[src/rtl/tlg_pkg.sv]
// Shared types, codes and fixed constants of the turtle line generator.
`default_nettype none

package tlg_pkg;

  localparam int COORD_W = 24;
  localparam int ANGLE_W = 16;
  localparam int LEN_W   = 16;
  localparam int MAG_W   = 15;
  localparam int CFG_W   = 24;
  localparam int CFG_IDX_W = 3;

  // Turtle actions.
  localparam logic [2:0] CMD_DRAW    = 3'd0;
  localparam logic [2:0] CMD_MOVE    = 3'd1;
  localparam logic [2:0] CMD_CCW     = 3'd2;
  localparam logic [2:0] CMD_CW      = 3'd3;
  localparam logic [2:0] CMD_SAVE    = 3'd4;
  localparam logic [2:0] CMD_RESTORE = 3'd5;
  localparam logic [2:0] CMD_STAY    = 3'd6;

  // Fault codes.
  localparam logic [1:0] FAULT_NONE  = 2'd0;
  localparam logic [1:0] FAULT_FULL  = 2'd1;
  localparam logic [1:0] FAULT_EMPTY = 2'd2;

  // Configuration register indexes.
  localparam logic [CFG_IDX_W-1:0] REG_STEP_LENGTH    = 3'd0;
  localparam logic [CFG_IDX_W-1:0] REG_TURN_STEP      = 3'd1;
  localparam logic [CFG_IDX_W-1:0] REG_ORIGIN_X       = 3'd2;
  localparam logic [CFG_IDX_W-1:0] REG_ORIGIN_Y       = 3'd3;
  localparam logic [CFG_IDX_W-1:0] REG_ORIGIN_HEADING = 3'd4;

  // Register reset values.
  localparam logic [LEN_W-1:0]          STEP_LENGTH_RST    = 16'd5120;
  localparam logic [ANGLE_W-1:0]        TURN_STEP_RST      = 16'd16384;
  localparam logic signed [COORD_W-1:0] ORIGIN_X_RST       = 24'sd122880;
  localparam logic signed [COORD_W-1:0] ORIGIN_Y_RST       = 24'sd184320;
  localparam logic [ANGLE_W-1:0]        ORIGIN_HEADING_RST = 16'd0;

  // Quarter-wave sine generation, Q30 Taylor series in Horner form.
  localparam logic [63:0] Q30_ONE     = 64'd1073741824;
  localparam logic [63:0] HALF_PI_Q30 = 64'd1686629713;
  localparam logic [4:0][7:0] TAYLOR_DIV = {8'd6, 8'd20, 8'd42, 8'd72, 8'd110};

  typedef struct packed {
    logic [ANGLE_W-1:0]        heading;
    logic signed [COORD_W-1:0] y;
    logic signed [COORD_W-1:0] x;
  } pose_t;

  typedef struct packed {
    logic             sin_neg;
    logic [MAG_W-1:0] sin_mag;
    logic             cos_neg;
    logic [MAG_W-1:0] cos_mag;
  } trig_t;

  typedef struct packed {
    logic push;
    logic pop;
  } stack_ctrl_t;

  typedef struct packed {
    logic full;
    logic empty;
  } stack_status_t;

endpackage

`default_nettype wire

[src/rtl/tlg_step.sv]
// One coordinate step: pen minus length times a signed Q14 factor, saturated.
`default_nettype none

module tlg_step (
  input  logic signed [tlg_pkg::COORD_W-1:0] pen,
  input  logic                               neg,
  input  logic [tlg_pkg::MAG_W-1:0]          mag,
  input  logic [tlg_pkg::LEN_W-1:0]          len,
  output logic signed [tlg_pkg::COORD_W-1:0] pen_next
);

  logic [30:0]        prod;
  logic [31:0]        rounded;
  logic [17:0]        delta;
  logic signed [25:0] wide;

  always_comb begin
    prod    = 31'(len) * 31'(mag);
    rounded = 32'(prod) + 32'd8192;
    delta   = rounded[31:14];
    // Moving against a negative factor adds the distance.
    if (neg) begin
      wide = 26'(pen) + $signed({8'b0, delta});
    end else begin
      wide = 26'(pen) - $signed({8'b0, delta});
    end
    if (wide > 26'sd8388607) begin
      pen_next = 24'sh7FFFFF;
    end else if (wide < -26'sd8388608) begin
      pen_next = 24'sh800000;
    end else begin
      pen_next = wide[23:0];
    end
  end

endmodule

`default_nettype wire

[config.mk]
export PLATFORM = sky130hd
export DESIGN_NAME = tlg_step
export DESIGN_NICKNAME = d
export VERILOG_FILES = /design/src/rtl/tlg_pkg.sv /design/src/rtl/tlg_step.sv
export SDC_FILE = /design/constraint.sdc
export NUM_CORES = 1
export LEC_CHECK = 0
export BUFFER_PORTS_ARGS = -buffer_cell sky130_fd_sc_hd__buf_2
export CORE_MARGIN = 2
export CORE_UTILIZATION = 60
export DETAILED_ROUTE_END_ITERATION = 16
export PLACE_DENSITY_LB_ADDON = 0.25
export SLEW_MARGIN = 20
export SYNTH_ARGS = -nofsm -noshare
export SYNTH_HDL_FRONTEND = slang
export SYNTH_SLANG_ARGS = --single-unit
[constraint.sdc]
create_clock -name vclk -period 16.2
set_input_delay 3.24 -clock vclk [all_inputs]
set_output_delay 3.24 -clock vclk [all_outputs]
set_load 0.02 [all_outputs]
==> qor.tcl <==
set qor(status) {finished clean}
set qor(critical_path.startpoint_type) {input port}
set qor(global_route.overflow_total) 0
set qor(achievable-frequency_ghz) 0.06332
set qor(gpl.final_weighted_congestion) 0.8993
set qor(signal_arrival_time_at_the_worst_endpoint_ns) 12.55
set qor(start_util_pct) 61.23
set qor(dr.pass1.iters) 5
set qor(cp_class) {in -> out}
set qor(antenna_found_initial) 0
set qor(number_of_drc_markers_in_iteration_0) 860
set qor(netlist_instances) 1288
set qor(dr_total_vias) 9302
set qor(clock_buffer_count) 0
set qor(count_of_warnings_emitted_by_yosys) 0
set qor(final_critical_period_ns) 15.79
set qor(final-seq-area_um2) 0
set qor(most-common-layout-cells) {201 x inv_1, 183 x fa_1, 179 x nand2_1}
set qor(maxCapViolCount) 0
set qor(dp_hpwl_um) 21930
set qor(via_count_of_the_first_global_routing_pass) 8951
set qor(count_of_antenna_violating_nets_left_after_detailed_routing) 0
set qor(layout_commonest_cell) {inv_1}
set qor(largest_net_degree_at_the_start_of_global_routing) 30
set qor(die-area_um2) 18730
set qor(finalMaxSlewViolations) 0
set qor(timing.hold.worst.class) {in -> out}
set qor(finalHoldViolations) 0
set qor(setup_slack_ns) 0.4060
set qor(route.detailed.wl_per_inst_um) 17.05
set qor(yosysUniqueCellTypes) 73
set qor(via_per_inst) 5.944
set qor(critical_path_peak_fanout) 16
set qor(portBuffers) 80
set qor(global_route.usage.total_pct) 29.07
set qor(dieHeight_um) 136.9
set qor(min_period_over_period_pct) 97.49
set qor(worst_path_most_repeated_cell) {fa_1}
set qor(detail_route.drc_violations) 0
set qor(grt_pass1_wl_um) 43680
set qor(flops_and_latches) 0
set qor(drive_above_1_share_pct) 10.75
set qor(syn-mean-instance-area_um2) 8.223
set qor(totalNegativeSetupSlack_ns) 0
set qor(synth-seq-area-share_pct) 0
set qor(wp_data_required_ns) 12.96
set qor(fp-row-count) 48
set qor(syn_area_um2) 10590
set qor(type_of_destination_of_the_critical_path) {primary output}
set qor(number_of_setup_violations_in_the_final_report) 0
set qor(finalNetCount) 1716
set qor(chipWidth_um) 136.9
set qor(master_of_the_slowest_instance_on_the_critical_path) {fa_1}
set qor(insertedDiodeCount) 0
set qor(slew_headroom_pct) 29.12
set qor(synth_fp_nets) 1662
set qor(worst_pin_slew_ns) 1.061
set qor(wl_um) 26680
set qor(post-place-ws_ns) -0.1670
set qor(cp_slowest_stage_delay_ns) 0.54
set qor(io_pins) 80
set qor(syn2layout_area_growth_pct) 7.454
set qor(floorplan.core_area_um2) 17300
[critical path, delay by kind of cell]
family,cells,cell delay (ns)
xor+xnor,1,0.24
compound gates,12,2.85
fa+ha+maj,8,3.73
simple gates,6,1.56
mux,1,0.23
buf+inv,5,0.69
[through the flow]
step / instance area (um2) / util, % / hold slack (ns) / std cells
6_report: 11380 / 65.80 / 7.007 / 1565
3_3_place_gp: 11190 / 64.72 / 7.010 / 1559
2_1_floorplan: 10590 / - / 6.869 / 1288
4_1_cts: 11200 / 64.76 / 7.015 / 1559
5_1_grt: 11380 / 65.80 / 7.039 / 1565
3_5_place_dp: 11190 / 64.72 / 7.009 / 1559
[Yosys cell counts, drive strengths merged, types with 5 or more instances]
cell type    n  area, um2
a311oi       5      50.04
nand3       18      90.09
nor3        16      80.08
a21o        17      135.1
o21a         6      45.04
o211ai      10      75.07
mux2i        9      90.09
a21oi       64      335.3
o21ai       50      250.2
inv        202      760.7
nand4        8      50.05
and3        15      93.84
a211oi      12      90.09
o2111ai      6      52.55
or3          5      31.28
a31oi       14      87.58
a41oi        5      43.79
a211o        5      43.79
and2       106      663.1
nand2      179      671.9
xnor2       28      264.0
nor4         7      43.79
buf          5      36.28
clkbuf      47      177.7
xor2        26      227.7
ha         135       1689
nor2        34      127.6
o21bai       7      52.55
fa         183       3664
nor2b        6      37.54
[metal layers]
layer | vias up | GRT usage [%] | wire length (um)
met4 | 0 | 4.639 | 387
met2 | 339 | 48.61 | 13050
met5 | - | 0 | 0
li1 | 4348 | - | -
met3 | 36 | 3.630 | 1844
met1 | 4579 | 41.31 | 11400
[layout make-up]
cell class | count | area, um2
well taps | 225 | 281.5
inverters | 203 | 764.5
repair buffers | 104 | 585.6
fillers | 1493 | 5916
multi-input cells | 1033 | 9749
[path summary, 6_finish.rpt]
check | start | depth (start not counted) | slack (ns) | endpoint
setup / recovery | mag[6] | 33 | 0.41 | pen_next[3]
hold / removal | pen[0] | 5 | 7.01 | pen_next[0]
[logic make-up (layout without fill, tap and decap cells)]
| logic type | count (synthesis) | after routing | synth area share, % |
|---|---|---|---|
| buffers and inverters | 255 | 307 | 9.238 |
| adder cells (fa/ha/maj) | 319 | 319 | 50.63 |
| AND/OR/NAND/NOR | 416 | 416 | 19.49 |
| multiplexers | 10 | 10 | 0.9569 |
| AO/OA/AOI/OAI | 234 | 234 | 15.04 |
| XOR/XNOR | 54 | 54 | 4.643 |
[what timing repair did]
| item | CTS | global route |
|---|---|---|
| setup endpoints to repair | 18 | 23 |
| gates cloned | 0 | 0 |
| hold buffers | 0 | 0 |
| pin swaps | 0 | 4 |
| buffers inserted | 0 | 6 |
| gates resized for setup | 2 | 28 |
Power is not shown: default switching activity piles up to over one toggle a cycle in this logic, so the estimate is an artifact.
