<file path="src/rtl/tlg_pkg.sv">
// Shared types, codes and fixed constants of the turtle line generator.
`default_nettype none

package tlg_pkg;

  localparam int COORD_W = 24;
  localparam int ANGLE_W = 16;
  localparam int LEN_W   = 16;
  localparam int MAG_W   = 15;
  localparam int CFG_W   = 24;
  localparam int CFG_IDX_W = 3;

  // Turtle actions.
  localparam logic [2:0] CMD_DRAW    = 3'd0;
  localparam logic [2:0] CMD_MOVE    = 3'd1;
  localparam logic [2:0] CMD_CCW     = 3'd2;
  localparam logic [2:0] CMD_CW      = 3'd3;
  localparam logic [2:0] CMD_SAVE    = 3'd4;
  localparam logic [2:0] CMD_RESTORE = 3'd5;
  localparam logic [2:0] CMD_STAY    = 3'd6;

  // Fault codes.
  localparam logic [1:0] FAULT_NONE  = 2'd0;
  localparam logic [1:0] FAULT_FULL  = 2'd1;
  localparam logic [1:0] FAULT_EMPTY = 2'd2;

  // Configuration register indexes.
  localparam logic [CFG_IDX_W-1:0] REG_STEP_LENGTH    = 3'd0;
  localparam logic [CFG_IDX_W-1:0] REG_TURN_STEP      = 3'd1;
  localparam logic [CFG_IDX_W-1:0] REG_ORIGIN_X       = 3'd2;
  localparam logic [CFG_IDX_W-1:0] REG_ORIGIN_Y       = 3'd3;
  localparam logic [CFG_IDX_W-1:0] REG_ORIGIN_HEADING = 3'd4;

  // Register reset values.
  localparam logic [LEN_W-1:0]          STEP_LENGTH_RST    = 16'd5120;
  localparam logic [ANGLE_W-1:0]        TURN_STEP_RST      = 16'd16384;
  localparam logic signed [COORD_W-1:0] ORIGIN_X_RST       = 24'sd122880;
  localparam logic signed [COORD_W-1:0] ORIGIN_Y_RST       = 24'sd184320;
  localparam logic [ANGLE_W-1:0]        ORIGIN_HEADING_RST = 16'd0;

  // Quarter-wave sine generation, Q30 Taylor series in Horner form.
  localparam logic [63:0] Q30_ONE     = 64'd1073741824;
  localparam logic [63:0] HALF_PI_Q30 = 64'd1686629713;
  localparam logic [4:0][7:0] TAYLOR_DIV = {8'd6, 8'd20, 8'd42, 8'd72, 8'd110};

  typedef struct packed {
    logic [ANGLE_W-1:0]        heading;
    logic signed [COORD_W-1:0] y;
    logic signed [COORD_W-1:0] x;
  } pose_t;

  typedef struct packed {
    logic             sin_neg;
    logic [MAG_W-1:0] sin_mag;
    logic             cos_neg;
    logic [MAG_W-1:0] cos_mag;
  } trig_t;

  typedef struct packed {
    logic push;
    logic pop;
  } stack_ctrl_t;

  typedef struct packed {
    logic full;
    logic empty;
  } stack_status_t;

endpackage

`default_nettype wire

</file>
<file path="src/rtl/tlg_pose_stack.sv">
// Save stack of poses in a memory, with the top entry always on hand.
`default_nettype none

module tlg_pose_stack #(
  parameter int STACK_DEPTH = 64
) (
  input  logic                   clk,
  input  logic                   rst,
  input  tlg_pkg::stack_ctrl_t   ctrl,
  input  tlg_pkg::pose_t         push_data,
  output tlg_pkg::pose_t         top,
  output tlg_pkg::stack_status_t status
);

  localparam int AW = (STACK_DEPTH > 1) ? $clog2(STACK_DEPTH) : 1;
  localparam int CW = $clog2(STACK_DEPTH + 1);

  tlg_pkg::pose_t mem [STACK_DEPTH];
  tlg_pkg::pose_t rd_data;
  tlg_pkg::pose_t byp_data;
  logic           byp;
  logic [CW-1:0]  count;
  logic [CW-1:0]  count_next;
  logic [CW-1:0]  top_slot;

  always_comb begin
    count_next = count;
    if (ctrl.push) begin
      count_next = count + 1'b1;
    end else if (ctrl.pop) begin
      count_next = count - 1'b1;
    end
    top_slot      = count_next - 1'b1;
    status.full   = (count == CW'(STACK_DEPTH));
    status.empty  = (count == '0);
    // A pose pushed last cycle is not yet visible at the memory output.
    top = byp ? byp_data : rd_data;
  end

  always_ff @(posedge clk) begin
    if (ctrl.push) begin
      mem[count[AW-1:0]] <= push_data;
    end
    rd_data  <= mem[top_slot[AW-1:0]];
    byp_data <= push_data;
  end

  always_ff @(posedge clk) begin
    if (rst) begin
      count <= '0;
      byp   <= 1'b0;
    end else begin
      count <= count_next;
      byp   <= ctrl.push;
    end
  end

endmodule

`default_nettype wire

</file>
<file path="config.mk">
export PLATFORM = sky130hd
export DESIGN_NAME = tlg_pose_stack
export DESIGN_NICKNAME = d
export VERILOG_FILES = /design/src/rtl/tlg_pkg.sv /design/src/rtl/tlg_pose_stack.sv
export SDC_FILE = /design/constraint.sdc
export NUM_CORES = 2
export LEC_CHECK = 0
export BUFFER_PORTS_ARGS = -buffer_cell sky130_fd_sc_hd__clkbuf_2
export CAP_MARGIN = 20
export CORE_MARGIN = 10
export CORE_UTILIZATION = 60
export CTS_CLUSTER_DIAMETER = 80
export DETAILED_ROUTE_END_ITERATION = 6
export GPL_TIMING_DRIVEN = 0
export PLACE_DENSITY = 0.79
export SYNTH_ARGS = -nofsm -noshare
export SYNTH_HDL_FRONTEND = slang
export SYNTH_SLANG_ARGS = --single-unit
</file>
<file path="constraint.sdc">
create_clock -name clk -period 10.5 [get_ports clk]
set_input_delay 0.525 -clock clk [delete_from_list [all_inputs] [get_ports clk]]
set_output_delay 0.525 -clock clk [all_outputs]
set_load 0.005 [all_outputs]
</file>
==> load_flow_metrics.sql <==
INSERT INTO impl_metrics (metric_group, metric, value, unit) VALUES
('final_layout', 'finalInstanceArea', '184000', 'um^2'),
('worst_setup_path', 'crit_start_category', 'register', ''),
('timing', 'skew', '0.0901', 'ns'),
('worst_setup_path', 'worstSetupStartpoint', 'count[0]$_SDFF_PP0_', ''),
('placed_design', 'place_congestion', '0.819', ''),
('final_layout', 'layout.filler_cells', '14193', ''),
('timing', 'timing.final.crit_share', '88.1', '%'),
('logic_synthesis', 'synth.area.top_cells', 'sky130_fd_sc_hd__edfxtp_1, sky130_fd_sc_hd__mux4_2, sky130_fd_sc_hd__dfxtp_1, sky130_fd_sc_hd__o21ai_0, sky130_fd_sc_hd__a22oi_1', ''),
('logic_synthesis', 'post_synth_instance_area', '159000', 'um^2'),
('power', 'report.power.total', '0.0421', 'W'),
('worst_setup_path', 'critPathMaxFanout', '15', ''),
('detailed_routing', 'vias_per_cell', '7.69', ''),
('logic_synthesis', 'synth_top_family_by_area', 'multiplexers', ''),
('power', 'worst_ir_drop_vdd', '0.227', 'mV'),
('logic_synthesis', 'ys_types', '54', ''),
('logic_synthesis', 'yosys.area.top_type', 'sky130_fd_sc_hd__edfxtp_1', ''),
('placed_design', 'detailedPlacementHpwl', '294', 'mm'),
('placed_design', 'pre_cts_ws', '2.11', 'ns'),
('power', 'internal_power', '0.0303', 'W'),
('detailed_routing', 'final_antenna_net_count', '0', ''),
('placed_design', 'placed_cells', '10876', ''),
('placed_design', 'portBuffers', '132', ''),
('worst_setup_path', 'crit_path_cell_trace', 'buf_2 > inv_1 > xnor2_2 > buf_2 > buf_2 > buf_1 > ha_1 > buf_2 > buf_2 > clkbuf_2 > clkbuf_1 > mux4_2 > o21ai_0 > a31oi_1 > or4_1', ''),
('global_routing', 'grt_pass1_vias', '89210', ''),
('timing', 'worst_hold_slack', '-0.0281', 'ns'),
('worst_setup_path', 'timing.rr.end', 'rd_data[48]$_DFF_P_', ''),
('logic_synthesis', 'synth-seq-area-share', '79.2', '%'),
('final_layout', 'final_net_count', '7988', ''),
('clock_network', 'cts_repair_resize_count', '0', ''),
('power', 'power.switching', '0.0118', 'W'),
('logic_synthesis', 'yosys_register_bits', '4232', ''),
('timing', 'achievable-frequency', '0.108', 'GHz'),
('power', 'power.static_leakage', '57.0', 'nW'),
('clock_network', 'cts_htree_levels', '5', ''),
('worst_setup_path', 'worst_path_required_time', '11.27', 'ns'),
('logic_synthesis', 'synth_compound_area_share', '3.95', '%'),
('worst_setup_path', 'critical_path_class', 'reg -> reg', ''),
('timing', 'rsz0062_at_grt', 'no', ''),
('logic_synthesis', 'avgSynthCellArea', '22.6', 'um^2'),
('die', 'die-area', '286000', 'um^2'),
('detailed_routing', 'detailed_route_wl', '518', 'mm'),
('run_status', 'violations', 'DRC, hold timing', ''),
('logic_synthesis', 'synthAdderAreaFrac', '0.0315', '%'),
('logic_synthesis', 'muxShareOfSynthArea', '15.0', '%'),
('power', 'power.density', '229', 'nW/um^2'),
('timing', 'setup_viol', '0', ''),
('timing', 'timing.final.ws_setup', '1.25', 'ns'),
('run_status', 'status', 'complete, but fails checks', ''),
('worst_setup_path', 'timing.critical_path.arrival', '10.02', 'ns'),
('timing', 'slew_viol_final', '0', ''),
('timing', 'tightestPinTransition', '1.44', 'ns'),
('global_routing', 'grt_antenna_before_repair', '53', ''),
('die', 'fp.dieW', '534', 'um'),
('global_routing', 'grt_start_max_net_pins', '66', ''),
('logic_synthesis', 'fraction_of_the_mapped_netlist_area_in_simple_logic_gates', '0.724', '%'),
('detailed_routing', 'drc', '20', ''),
('die', 'fp.dieH', '534', 'um'),
('logic_synthesis', 'number_of_warnings_issued_by_yosys', '0', ''),
('final_layout', 'layout_cell_share_with_drive_strength_beyond_1', '27.7', '%'),
('timing', 'hold_viol_final', '3', ''),
('worst_setup_path', 'worst_r2r_startpoint', 'count[0]$_SDFF_PP0_', ''),
('global_routing', 'grt_overflow', '0', ''),
('placed_design', 'post_dp_cell_area', '169000', 'um^2'),
('clock_network', 'cts_buffer_depth', '4', ''),
('detailed_routing', 'detail_route.iter0.violations', '18808', ''),
('global_routing', 'track_usage', '34.0', '%'),
('clock_network', 'clkTransAtPathRegs', '0.07', 'ns'),
('die', 'floorplan.core_area', '263000', 'um^2'),
('logic_synthesis', 'synth_top_cell_area_share', '77.5', '%'),
('clock_network', 'cts_sinks', '4232', ''),
('worst_setup_path', 'critical_path_cell_count', '15', '');
==> final cells by class <==
class	count	area [um^2]	share of cell area, %
diodes	83	208	0.113
plain buffers	439	1750	0.950
clock buffers	511	10900	5.90
clock inverters	217	2200	1.19
inverters	5	18.8	0.0102
multi-input cells	2343	31800	17.3
flip-flops and latches	4232	126000	68.2
well taps	3515	4400	2.39
repair buffers	494	7300	3.96
==> flip-flops by register name, summed over array words and instances (netlist names) <==
register,flops
byp,1
mem,4096
rd_data,64
byp_data,64
count,7
==> worst reg2reg max path, cell delays in order, from the launching register on <==
cell,delay (ns)
sky130_fd_sc_hd__dfxtp_1,0.41
sky130_fd_sc_hd__buf_2,0.30
sky130_fd_sc_hd__inv_1,0.22
sky130_fd_sc_hd__xnor2_2,0.50
sky130_fd_sc_hd__buf_2,0.94
sky130_fd_sc_hd__buf_2,0.79
sky130_fd_sc_hd__buf_1,1.03
sky130_fd_sc_hd__ha_1,0.24
sky130_fd_sc_hd__buf_2,0.17
sky130_fd_sc_hd__buf_2,0.80
sky130_fd_sc_hd__clkbuf_2,0.91
sky130_fd_sc_hd__clkbuf_1,0.90
sky130_fd_sc_hd__mux4_2,0.74
sky130_fd_sc_hd__o21ai_0,0.22
sky130_fd_sc_hd__a31oi_1,0.31
sky130_fd_sc_hd__or4_1,0.59
==> power groups by stage <==
stage	Clock [W]	Sequential [W]	Combinational [W]
detailed placement	0	0.0192	0.00732
global placement	0	0.0192	0.00689
CTS	0.0147	0.0189	0.00765
global route	0.0154	0.0189	0.00848
floorplan	0	0.0192	0.00437
finish	0.0149	0.0189	0.00836
==> worst min path at each step <==
stage,from,end,cells past startpoint
floorplan,count[6]$_SDFFE_PP0P_,count[6]$_SDFFE_PP0P_,2
global placement,count[6]$_SDFFE_PP0P_,count[6]$_SDFFE_PP0P_,2
detailed placement,count[6]$_SDFFE_PP0P_,count[6]$_SDFFE_PP0P_,2
CTS,push_data[44],byp_data[44]$_DFF_P_,1
global route,push_data[30],byp_data[30]$_DFF_P_,1
finish,push_data[30],byp_data[30]$_DFF_P_,1
==> synth_stat cells, drive strengths merged <==
cell type and count:
nor4b 2, nor2 74, nand2b 2, a211oi 2, nor2b 6, o21ai 517
and3b 2, and4b 2, a31oi 254, buf 91, nand3b 1, xor2 2
dfxtp 136, xnor2 4, edfxtp 4096, clkbuf 348, o211ai 1, mux2 64
or4 66, and4 1, inv 5, a41oi 2, and3 1, a32oi 1
a22oi 255, nand2 12, a22o 1, nand3 12, nor3 8, nand4 4
nor4 3, mux4 1024, a21boi 1, a211o 2, a21oi 3, ha 4
or3 3, o31ai 4, o31a 2, o32ai 1
==> per-stage QoR <==
stage	hold slack [ns]	utilization, %
finish	-0.0281	70.1
global route	0.00759	70.0
CTS	0.0314	69.1
detailed placement	0.646	64.1
global placement	0.524	62.3
floorplan	0.498	-
==> layout by cell type (no fill, tap or decap), drive strengths merged, types with 3 or more instances in the layout <==
cell type / count
edfxtp: 4096
mux4: 1024
clkbuf: 990
o21ai: 517
buf: 418
a22oi: 255
a31oi: 254
clkinv: 159
dfxtp: 136
diode: 83
nor2: 74
or4: 66
mux2: 64
bufinv: 37
dlygate4sd3: 36
inv: 15
nand2: 12
nand3: 12
clkinvlp: 11
nor3: 8
nor2b: 6
nand4: 4
ha: 4
o31ai: 4
xnor2: 4
a21oi: 3
or3: 3
nor4: 3
==> cell families (layout without fill, tap and decap cells) <==
logic type      count (synthesis)  count (layout)
other cells                     0              83
mux                          1088            1088
xor+xnor                        6               6
flops                        4232            4232
fa+ha+maj                       4               4
buf+inv                       444            1666
simple gates                  199             199
compound gates               1046            1046
==> per-layer routing <==
layer | up-vias | share of wire [%] | GRT usage, %
li1 | 32069 | - | -
met1 | 45496 | 29 | 41.3
met2 | 10775 | 47 | 52.5
met3 | 2682 | 16 | 11.6
met4 | 28 | 8.6 | 21.8
met5 | - | 0.045 | 0.266
(Power assumes the default switching activity.)
